$ cat src/rtl/pit_pkg.sv
// Shared types and constants for the point-in-tetrahedron test.
// No dependencies; imported by every module of the block.
`timescale 1ns / 1ps
`default_nettype none
package pit_pkg;

   localparam int COORD_W   = 16;               // coordinate width, at most FIELD_W
   localparam int FIELD_W   = 16;               // point field port width
   localparam int CORNER_W  = 48;               // corner register port width
   localparam int ADDR_W    = 3;
   localparam int VERT_W    = 3 * COORD_W;      // packed x, y, z
   localparam int DIF_W     = COORD_W + 1;      // edge vector component
   localparam int NRM_W     = 2 * COORD_W + 2;  // face normal component
   localparam int PRD_W     = DIF_W + NRM_W;    // setup multiplier product
   localparam int PPRD_W    = COORD_W + NRM_W;  // stream multiplier product
   localparam int ACC_W     = 3 * COORD_W + 5;  // face offset and affine sum
   localparam int NUM_FACES = 4;
   localparam int FACE_W    = 2;
   localparam logic [FACE_W-1:0] FACE_LAST = FACE_W'(NUM_FACES - 1);

   typedef enum logic [ADDR_W-1:0] {
      CSR_CORNER_A = 3'd0,
      CSR_CORNER_B = 3'd1,
      CSR_CORNER_C = 3'd2,
      CSR_CORNER_D = 3'd3
   } csr_addr_type;

   typedef enum logic {
      SEQ_IDLE,
      SEQ_RUN
   } seq_state_type;

   // setup micro-steps: normal (two per component), offset, reference check
   typedef enum logic [3:0] {
      STEP_NX0, STEP_NX1, STEP_NY0, STEP_NY1, STEP_NZ0, STEP_NZ1,
      STEP_K0,  STEP_K1,  STEP_K2,  STEP_R0,  STEP_R1,  STEP_R2
   } step_type;

   // D(p) = p . n + k for one face
   typedef struct packed {
      logic signed [ACC_W-1:0] k;
      logic signed [NRM_W-1:0] nz;
      logic signed [NRM_W-1:0] ny;
      logic signed [NRM_W-1:0] nx;
   } face_type;

   typedef struct packed {
      logic pos;
      logic neg;
   } sign_type;

   function automatic logic signed [DIF_W-1:0] coord(input logic [VERT_W-1:0] w,
                                                     input logic [1:0] idx);
      logic signed [COORD_W-1:0] c;
      c = $signed(w[int'(idx) * COORD_W +: COORD_W]);
      return DIF_W'(c);
   endfunction

endpackage
`default_nettype wire

$ cat src/rtl/pit_setup.sv
// Corner registers and the face-plane setup sequencer (one shared MAC).
// Depends on pit_pkg.
`timescale 1ns / 1ps
`default_nettype none
module pit_setup
   import pit_pkg::*;
(
   input  wire logic                clock,
   input  wire logic                reset,
   input  wire logic                csr_valid,
   input  wire logic [ADDR_W-1:0]   csr_addr,
   input  wire logic [CORNER_W-1:0] csr_wdata,
   output logic                     busy,
   output face_type                 faces [NUM_FACES],
   output sign_type                 ref_sign
);

   logic [VERT_W-1:0] corner_ff [NUM_FACES];
   seq_state_type     state_ff, state_in;
   logic [FACE_W-1:0] face_ff, face_in;
   step_type          step_ff, step_in;
   face_type          faces_ff [NUM_FACES];
   sign_type          ref_ff;

   logic signed [NRM_W-1:0] wn_ff [3];
   logic signed [ACC_W-1:0] wk_ff;
   logic signed [ACC_W-1:0] acc_ff, acc_in;

   logic wr_hit, run_en;
   logic [VERT_W-1:0] vp, vq, vr, vv;
   logic signed [DIF_W-1:0] e1 [3];
   logic signed [DIF_W-1:0] e2 [3];
   logic signed [DIF_W-1:0] op_a;
   logic signed [NRM_W-1:0] op_b;
   logic signed [PRD_W-1:0] prod;
   logic signed [ACC_W-1:0] base;
   logic                    sub;
   logic signed [NRM_W-1:0] nrm_in;

   always_comb begin
      unique case (csr_addr_type'(csr_addr))
         CSR_CORNER_A, CSR_CORNER_B, CSR_CORNER_C, CSR_CORNER_D: wr_hit = csr_valid;
         default: wr_hit = 1'b0;
      endcase
   end

   // sequencer
   always_comb begin
      state_in = state_ff;
      unique case (state_ff)
         SEQ_IDLE: if (wr_hit) state_in = SEQ_RUN;
         SEQ_RUN: begin
            if (!wr_hit && step_ff == STEP_R2 && face_ff == FACE_LAST) state_in = SEQ_IDLE;
         end
         default: state_in = SEQ_IDLE;
      endcase
   end

   always_comb begin
      busy   = (state_ff == SEQ_RUN);
      run_en = busy && !wr_hit;
   end

   always_comb begin
      face_in = face_ff;
      step_in = step_ff;
      if (wr_hit) begin
         face_in = '0;
         step_in = STEP_NX0;
      end else if (busy) begin
         if (step_ff == STEP_R2) begin
            step_in = STEP_NX0;
            face_in = face_ff + FACE_W'(1);
         end else begin
            step_in = step_type'(step_ff + 4'd1);
         end
      end
   end

   // the three other corners of the face, in ascending order, and its own corner
   always_comb begin
      case (face_ff)
         2'd0:    begin vp = corner_ff[1]; vq = corner_ff[2]; vr = corner_ff[3]; vv = corner_ff[0]; end
         2'd1:    begin vp = corner_ff[0]; vq = corner_ff[2]; vr = corner_ff[3]; vv = corner_ff[1]; end
         2'd2:    begin vp = corner_ff[0]; vq = corner_ff[1]; vr = corner_ff[3]; vv = corner_ff[2]; end
         default: begin vp = corner_ff[0]; vq = corner_ff[1]; vr = corner_ff[2]; vv = corner_ff[3]; end
      endcase
      for (int c = 0; c < 3; c++) begin
         e1[c] = coord(vq, 2'(c)) - coord(vp, 2'(c));
         e2[c] = coord(vr, 2'(c)) - coord(vp, 2'(c));
      end
   end

   // MAC operand selection
   always_comb begin
      op_a = '0;
      op_b = '0;
      base = '0;
      sub  = 1'b0;
      case (step_ff)
         STEP_NX0: begin op_a = e1[1]; op_b = NRM_W'(e2[2]); end
         STEP_NX1: begin op_a = e1[2]; op_b = NRM_W'(e2[1]); base = acc_ff; sub = 1'b1; end
         STEP_NY0: begin op_a = e1[2]; op_b = NRM_W'(e2[0]); end
         STEP_NY1: begin op_a = e1[0]; op_b = NRM_W'(e2[2]); base = acc_ff; sub = 1'b1; end
         STEP_NZ0: begin op_a = e1[0]; op_b = NRM_W'(e2[1]); end
         STEP_NZ1: begin op_a = e1[1]; op_b = NRM_W'(e2[0]); base = acc_ff; sub = 1'b1; end
         STEP_K0:  begin op_a = coord(vp, 2'd0); op_b = wn_ff[0]; sub = 1'b1; end
         STEP_K1:  begin op_a = coord(vp, 2'd1); op_b = wn_ff[1]; base = acc_ff; sub = 1'b1; end
         STEP_K2:  begin op_a = coord(vp, 2'd2); op_b = wn_ff[2]; base = acc_ff; sub = 1'b1; end
         STEP_R0:  begin op_a = coord(vv, 2'd0); op_b = wn_ff[0]; base = wk_ff; end
         STEP_R1:  begin op_a = coord(vv, 2'd1); op_b = wn_ff[1]; base = acc_ff; end
         STEP_R2:  begin op_a = coord(vv, 2'd2); op_b = wn_ff[2]; base = acc_ff; end
         default:  begin op_a = '0; op_b = '0; end
      endcase
      prod   = op_a * op_b;
      acc_in = sub ? (base - ACC_W'(prod)) : (base + ACC_W'(prod));
      // odd faces carry the opposite sign
      nrm_in = face_ff[0] ? NRM_W'(-acc_in) : NRM_W'(acc_in);
   end

   always_ff @(posedge clock) begin
      if (reset) begin
         state_ff <= SEQ_IDLE;
         face_ff  <= '0;
         step_ff  <= STEP_NX0;
         ref_ff   <= '0;
         for (int f = 0; f < NUM_FACES; f++) begin
            corner_ff[f] <= '0;
            faces_ff[f]  <= '0;
         end
      end else begin
         state_ff <= state_in;
         face_ff  <= face_in;
         step_ff  <= step_in;
         if (wr_hit) corner_ff[csr_addr[1:0]] <= csr_wdata[VERT_W-1:0];
         if (run_en && step_ff == STEP_K2) begin
            faces_ff[face_ff] <= '{k: acc_in, nz: wn_ff[2], ny: wn_ff[1], nx: wn_ff[0]};
         end
         if (run_en && step_ff == STEP_R2 && face_ff == '0) begin
            ref_ff <= '{pos: !acc_in[ACC_W-1] && (acc_in != '0), neg: acc_in[ACC_W-1]};
         end
      end
   end

   always_ff @(posedge clock) begin
      acc_ff <= acc_in;
      if (run_en) begin
         case (step_ff)
            STEP_NX1: wn_ff[0] <= nrm_in;
            STEP_NY1: wn_ff[1] <= nrm_in;
            STEP_NZ1: wn_ff[2] <= nrm_in;
            STEP_K2:  wk_ff    <= acc_in;
            default:  ;
         endcase
      end
   end

   assign faces    = faces_ff;
   assign ref_sign = ref_ff;

endmodule
`default_nettype wire

$ cat config.mk
export PLATFORM = sky130hd
export DESIGN_NAME = pit_setup
export DESIGN_NICKNAME = d
export VERILOG_FILES = /design/src/rtl/pit_pkg.sv /design/src/rtl/pit_setup.sv
export SDC_FILE = /design/constraint.sdc
export NUM_CORES = 2
export LEC_CHECK = 0
export BUFFER_PORTS_ARGS = -buffer_cell sky130_fd_sc_hd__buf_2
export CAP_MARGIN = 10
export CORE_ASPECT_RATIO = 0.5
export CORE_UTILIZATION = 44
export DETAILED_ROUTE_END_ITERATION = 12
export PLACE_DENSITY = 0.71
export SLEW_MARGIN = 40
export SYNTH_ARGS = -nofsm -noshare
export SYNTH_HDL_FRONTEND = slang
export SYNTH_SLANG_ARGS = --single-unit
$ cat constraint.sdc
create_clock -name clock -period 42.9 [get_ports clock]
set_input_delay 2.145 -clock clock [delete_from_list [all_inputs] [get_ports clock]]
set_output_delay 2.145 -clock clock [all_outputs]
set_load 0.01 [all_outputs]
### After elaboration in Yosys (flattened, before gate mapping)

Memories as Yosys holds them, arrays and structs flattened.
Index checks and enable logic that the tools add are counted.

| operators by class | value |
|---|---|
| bitwise operators | 2 |
| multiplexer cells | 40 |
| $lt $le $gt $ge | 2 |
| reduce and logical (&&, ||, !) cells | 34 |
| multiply operators | 1 |
| equal/unequal tests | 17 |
| $add $sub $neg | 11 |

Operators with widths:

| operator | count |
|---|---|
| $bwmux W620 | 1 |
| $demux W155 S2 | 1 |
| $pmux W34 S6 | 1 |
| $mux W48 | 4 |
| $mux W155 | 1 |
| $pmux W17 S9 | 1 |
| $pmux W48 S3 | 1 |
| $pmux W53 S2 | 1 |
| $mux W34 | 3 |
| $sub A16 B16 Y17 | 6 |
| $reduce_or A34 Y1 | 2 |
| $add A53 B51 Y53 | 1 |
| $mux W53 | 1 |
| $reduce_bool A53 Y1 | 1 |
| $sub A53 B51 Y53 | 1 |
| $mul A17 B34 Y51 | 1 |
| $reduce_or A48 Y1 | 1 |
| $neg A34 Y34 | 1 |
| $reduce_or A2 Y1 | 11 |
| $mux W1 | 20 |
| $eq A4 B3 Y1 const B | 4 |
| $eq A4 B4 Y1 const B | 4 |
| $eq A4 B2 Y1 const B | 2 |
| $logic_and A1 B1 Y1 | 8 |
| 23 further kinds | 29 |

| storage, ports and cells | value |
|---|---|
| register bits after elaboration | 735 |
| memories kept | 2 |
| logic and storage cells | 132 |
| bits in writable memories | 294 |
| input bits | 54 |
| output and inout port bits | 623 |

Memories:

| memory | words | width | rd ports | clocked after Yosys merged registers in | wr ports | line | text |
|---|---|---|---|---|---|---|---|
| corner_ff | 4 | 48 | 4 | 0 | 4 | pit_setup.sv:18 | `logic [VERT_W-1:0] corner_ff [NUM_FACES];` |
| wn_ff | 3 | 34 | 3 | 0 | 1 | pit_setup.sv:25 | `logic signed [NRM_W-1:0] wn_ff [3];` |

### Longest topological paths before layout

| depth | value |
|---|---|
| depth in word-level cells | 12 |
| gate-level depth with buffers | 65 |
| depth with buffers taken out | 55 |

### Worst setup path after synthesis

OpenSTA, ideal clock, no wires.

| timing path | value |
|---|---|
| path type | flip-flop to flip-flop |
| start | register face_ff[0] |
| end | register ref_ff (netlist bit ref_sign[1]) |
| clock period less this slack | 16.028 ns |
| path buffers | 10 |
| library setup time | 0.125 ns |
| setup slack | 26.872 ns |
| cell stages (with the launch flop) | 64 |
| data required time | 42.775 ns |
| data arrival time | 15.903 ns |
| cells stage by stage | dfxtp_1 inv_1 ha_1 clkbuf_1 buf_1 clkbuf_1 clkbuf_1 buf_1 nor2_1 buf_1 buf_1 mux2i_1 ha_1 inv_1 fa_1 a21o_1 a21oi_1 o21ai_0 (+28 left out) or4_4 nor3b_2 a21oi_1 xor2_1 ha_1 clkbuf_1 a21o_1 a21o_1 a221oi_1 o21ai_0 a41oi_1 o31ai_1 xnor2_2 inv_1 or4b_2 or4_1 o41ai_2 o21ai_1 |

| between the ends | value |
|---|---|
| word-level cells in the longest chain between the ends | 10 |
| elaborated cells on any way between the ends | 25 |
| those cells by class | add/sub: 8; mul: 1; eq/ne: 2; mux: 7; reduce/logical: 7 |

Ends and longest elaborated chain:

| item | line | text |
|---|---|---|
| from (decl) | pit_setup.sv:20 | `logic [FACE_W-1:0] face_ff, face_in;` |
| from (signal assigned) | pit_setup.sv:133 | `face_ff <= face_in;` |
| $eq A2 B2 Y1 (tied with other cells) | pit_setup.sv:82 | `case (face_ff)` |
| $reduce_or A3 Y1 (no line) / $reduce_or A2 Y1 (equally long branches) | n/a |  |
| $mux W48 | n/a |  |
| $sub A16 B16 Y17, on equally long branches | pit_setup.sv:90, pit_setup.sv:89 |  |
| $pmux W34 S6 / $pmux W17 S9 (equally long branches) | pit_setup.sv:100 | `case (step_ff)` |
| $mul A17 B34 Y51 (*) | pit_setup.sv:115 | `prod = op_a * op_b;` |
| $add A53 B51 Y53 / $sub A53 B51 Y53 (equally long branches) | pit_setup.sv:116 | `acc_in = sub ? (base - ACC_W'(prod)) : (base + ACC_W'(prod));` |
| $mux W53 (*) | pit_setup.sv:116 |  |
| named net acc_in[43] | pit_setup.sv:27 | `logic signed [ACC_W-1:0] acc_ff, acc_in;` |
| $reduce_bool A53 Y1 (*) | pit_setup.sv:140 | `ref_ff <= '{pos: !acc_in[ACC_W-1] && (acc_in != '0), neg: acc_in[ACC_W-1]};` |
| $logic_and A1 B1 Y1 (*) | pit_setup.sv:140 |  |
| to (signal assigned) | pit_setup.sv:140 |  |
| to (decl) | pit_setup.sv:23 | `sign_type ref_ff;` |

The timed path passes the listed nets; every way through them passes the cells marked *.
A chain may end at the register's enable or synchronous reset.

### Worst setup path in the final report

Ends and elaborated chain as after synthesis.

==> summary.txt <==
Global routing
  – Vias in the first global route: ~57000
  – First-pass GRT wire length: ~400000 um
  – Congestion Overflow GR: 0
  – Initial antenna violation count: 36
  – Total GRT Usage: 0.342
  – Pin count of the biggest net entering global routing: roughly 180

Setup path
  – CP Launch Type: flip-flop
  – Required @ worst endpoint: roughly 43000 ps
  – CP startpoint: face_ff[0]$_SDFFE_PP0P_
  – Critical Path Sink Type: flip-flop
  – CP peak stage delay: 740 ps
  – Crit path DAT: about 18000 ps
  – R2R cell count: between 50 and 60
  – Crit path to: ref_sign[1]$_SDFFE_PP0P_
  – CP Class: flip-flop to flip-flop
  – Slowest cell on crit path: a221oi_1
  – CP max FO: 43
  – R2R setup slack: approximately 26000 ps
  – Critical R2R Capture: ref_sign[1]$_SDFFE_PP0P_
  – CP most frequent cell: fa_1
  – R2r startpoint: face_ff[0]$_SDFFE_PP0P_

Clock network
  – Clk root buf: clkbuf_16
  – Cts hold-fix bufs: 0
  – CTS buffer count: between 90 and 100
  – CTS tree: done
  – H-Tree Depth: 3
  – Worst-skew pair later-pin latency: between 700 and 800 ps
  – Worst-path clk slew: around 60 ps
  – Setup Fix Bufs, Post-CTS: 0
  – CTS resizes: 0
  – Clock tree sinks: 1029
  – Clock Path Buffers: 3

Floorplanning
  – Rows: between 100 and 150
  – Top-Level Pins: between 600 and 700
  – Die ar.: 157000 um2
  – Die width: about 560 um
  – Vert. Die Dim: approximately 280 um
  – Core footprint: 153000 um2
  – Initial core utilization: 0.446

Yosys
  – Synth cell types: approximately 110
  – Post-Syn Instances: between 7000 and 8000
  – Syn Nets: roughly 8500
  – Register area share after synthesis: 0.353
  – Syn avg cell area: around 9 um2
  – Yosys warning count: 0
  – Post-synth ARST share: 0
  – Cell area after synthesis: ~68000 um2
  – #FFs+latches synth: 1029
  – Post-synth EDFFs: roughly 350
  – Post-synth top flop: dfxtp_1

Timing
  – Unrepaired setup endpoints after global routing: false
  – Setup TNS: 0 ps
  – Minimum period implied by the final worst setup slack: approximately 17000 ps
  – FMAX: about 57 MHz
  – Slew Viols, Final: 0
  – Relative slew slack: 0.386
  – Hold WS: roughly 450 ps
  – Clock skew: approximately 79 ps
  – Slew at the pin with the worst max-slew slack: about 900 ps
  – Fin. Hold Viols: 0
  – Fin crit share: 0.406
  – Final setup violation count: 0

Outcome
  – Outcome: complete, no violations

Route
  – Top Metal Used: met5
  – Routed Wire Length: around 270000 um
  – Wire length on met1: about 110000 um
  – DR WL met2: roughly 110000 um
  – Met3 WL post-DR: between 30000 and 40000 um
  – Iter 0 DRT Violations: about 7800
  – DR WL/cell: about 27 um
  – Drt pass-1 iters: 10
  – Routed Antenna Nets: 0
  – Post-route DRC: 0
  – DR vias/cell: 5.88
  – Via count: about 60000

Place
  – Port bufs: approximately 680
  – RePlAce Congestion: a little over 1
  – Post-detail-place hpwl: between 200000 and 250000 um

Final layout
  – Layout cells sized above 1: 0.147
  – Nets: between 8000 and 9000
  – Area Growth Syn to Fin: 13.3%
  – Filler Cells Inserted: roughly 14000

Run
  – Max Cap Violations: 0

Hold path
  – WHS Path Cells: 2
  – Hold WC Path Type: flip-flop to flip-flop
[worst min path at each step]
stage	slack (ps)	startpoint	endpoint
finish	450	faces[501]$_SDFFE_PP0P_	faces[501]$_SDFFE_PP0P_
global route	460	faces[172]$_SDFFE_PP0P_	faces[172]$_SDFFE_PP0P_
CTS	450	faces[240]$_SDFFE_PP0P_	faces[240]$_SDFFE_PP0P_
detailed placement	440	faces[496]$_SDFFE_PP0P_	faces[496]$_SDFFE_PP0P_
global placement	440	faces[395]$_SDFFE_PP0P_	faces[395]$_SDFFE_PP0P_
floorplan	480	faces[0]$_SDFFE_PP0P_	faces[0]$_SDFFE_PP0P_
[layout by cell type, fill, tap and decap left out, types with 21 or more instances in the layout]
cell	count
nand2_1	1535
a21oi_1	747
dfxtp_1	682
buf_2	677
inv_1	611
nor2_1	591
fa_1	558
edfxtp_1	347
ha_1	273
and2_1	235
xnor2_1	143
o21ai_0	128
buf_4	119
mux2_2	97
clkbuf_16	93
xor2_1	80
a222oi_1	73
a211oi_1	72
nor3_1	66
mux2i_1	60
nand2b_1	55
a21o_1	55
a22o_1	54
nand3_1	49
o22ai_1	39
nor2b_1	37
a22oi_1	35
o31ai_1	32
or2_2	32
nand4_1	31
a31oi_1	30
or3_1	27
o21ai_1	24
o21a_1	22
and3_1	21
[logic make-up (layout without fill, tap and decap cells)]
logic type	Yosys count	count (layout)	share of synthesized area
and+or+nand+nor	2787	2787	0.178
AOI/OAI and AO/OA	1503	1503	0.139
buffers and inverters	1072	1599	0.0592
DFF	1029	1029	0.353
adders and majority gates	836	836	0.215
xor gates and xnor gates	238	238	0.0307
muxes	157	157	0.0248
other	0	18	0
[sequential cells by signal (all words and copies together), names as in the netlist]
name	flops
wk_ff	53
faces	620
busy	1
wn_ff	102
corner_ff	192
step_ff	4
face_ff	2
ref_sign	2
acc_ff	53
[stage by stage]
stage | utilization | cell area [um2] | setup WS, ps | cells
finish | 0.506 | 77300 | 25500 | 10200
floorplan | - | 68200 | 26870 | 7622
global placement | 0.482 | 73700 | 26130 | 10000
global route | 0.506 | 77200 | 24810 | 10200
detailed placement | 0.483 | 73900 | 26120 | 10000
CTS | 0.505 | 77100 | 25960 | 10200
[cell usage after synthesis, types with 22 or more instances]
master / instances / area [um2]
nand2_1: 1539 / 5780
a21oi_1: 748 / 3740
dfxtp_1: 682 / 13700
inv_1: 611 / 2290
nor2_1: 599 / 2250
fa_1: 559 / 11200
clkbuf_1: 404 / 1520
edfxtp_1: 347 / 10400
ha_1: 277 / 3470
and2_1: 239 / 1500
xnor2_1: 153 / 1340
o21ai_0: 128 / 641
mux2_2: 97 / 1090
xor2_1: 84 / 736
a211oi_1: 75 / 563
a222oi_1: 73 / 731
nor3_1: 68 / 340
mux2i_1: 60 / 601
a21o_1: 55 / 413
nand2b_1: 55 / 344
a22o_1: 54 / 473
nand3_1: 49 / 245
buf_1: 42 / 158
nor2b_1: 39 / 244
o22ai_1: 39 / 244
a22oi_1: 35 / 263
o31ai_1: 32 / 240
or2_2: 32 / 200
nand4_1: 31 / 194
a31oi_1: 30 / 188
or3_1: 27 / 169
o21ai_1: 25 / 125
and3_1: 22 / 138
o21a_1: 22 / 165
[per-layer routing]
| layer | up-vias | global-route usage |
|---|---|---|
| met2 | 3673 | 0.479 |
| li1 | 26300 | - |
| met4 | 25 | 0.149 |
| met5 | - | 0.00988 |
| met3 | 644 | 0.128 |
| met1 | 29500 | 0.468 |
[critical path: cells and delay by family (launching register included)]
kind,cells,cell delay [ps]
AOI/OAI and AO/OA,18,5630
adders and majority gates,10,4550
DFF,1,310
buffers and inverters,7,1490
xor gates and xnor gates,4,850
muxes,1,410
and+or+nand+nor,12,3920
[cell type report]
class	count	area (um2)	area share
Antenna cell	18	45.0	0.000583
Multi-Input combinational cell	5521	40500	0.524
Clock inverter	52	723	0.00936
Sequential cell	1029	24100	0.312
Timing Repair Buffer	814	4550	0.0588
Clock buffer	118	2520	0.0326
Inverter	615	2310	0.0299
Tap cell	2060	2580	0.0334
Power is not shown: default switching activity piles up to over one toggle a cycle in this logic, so the estimate is an artifact.
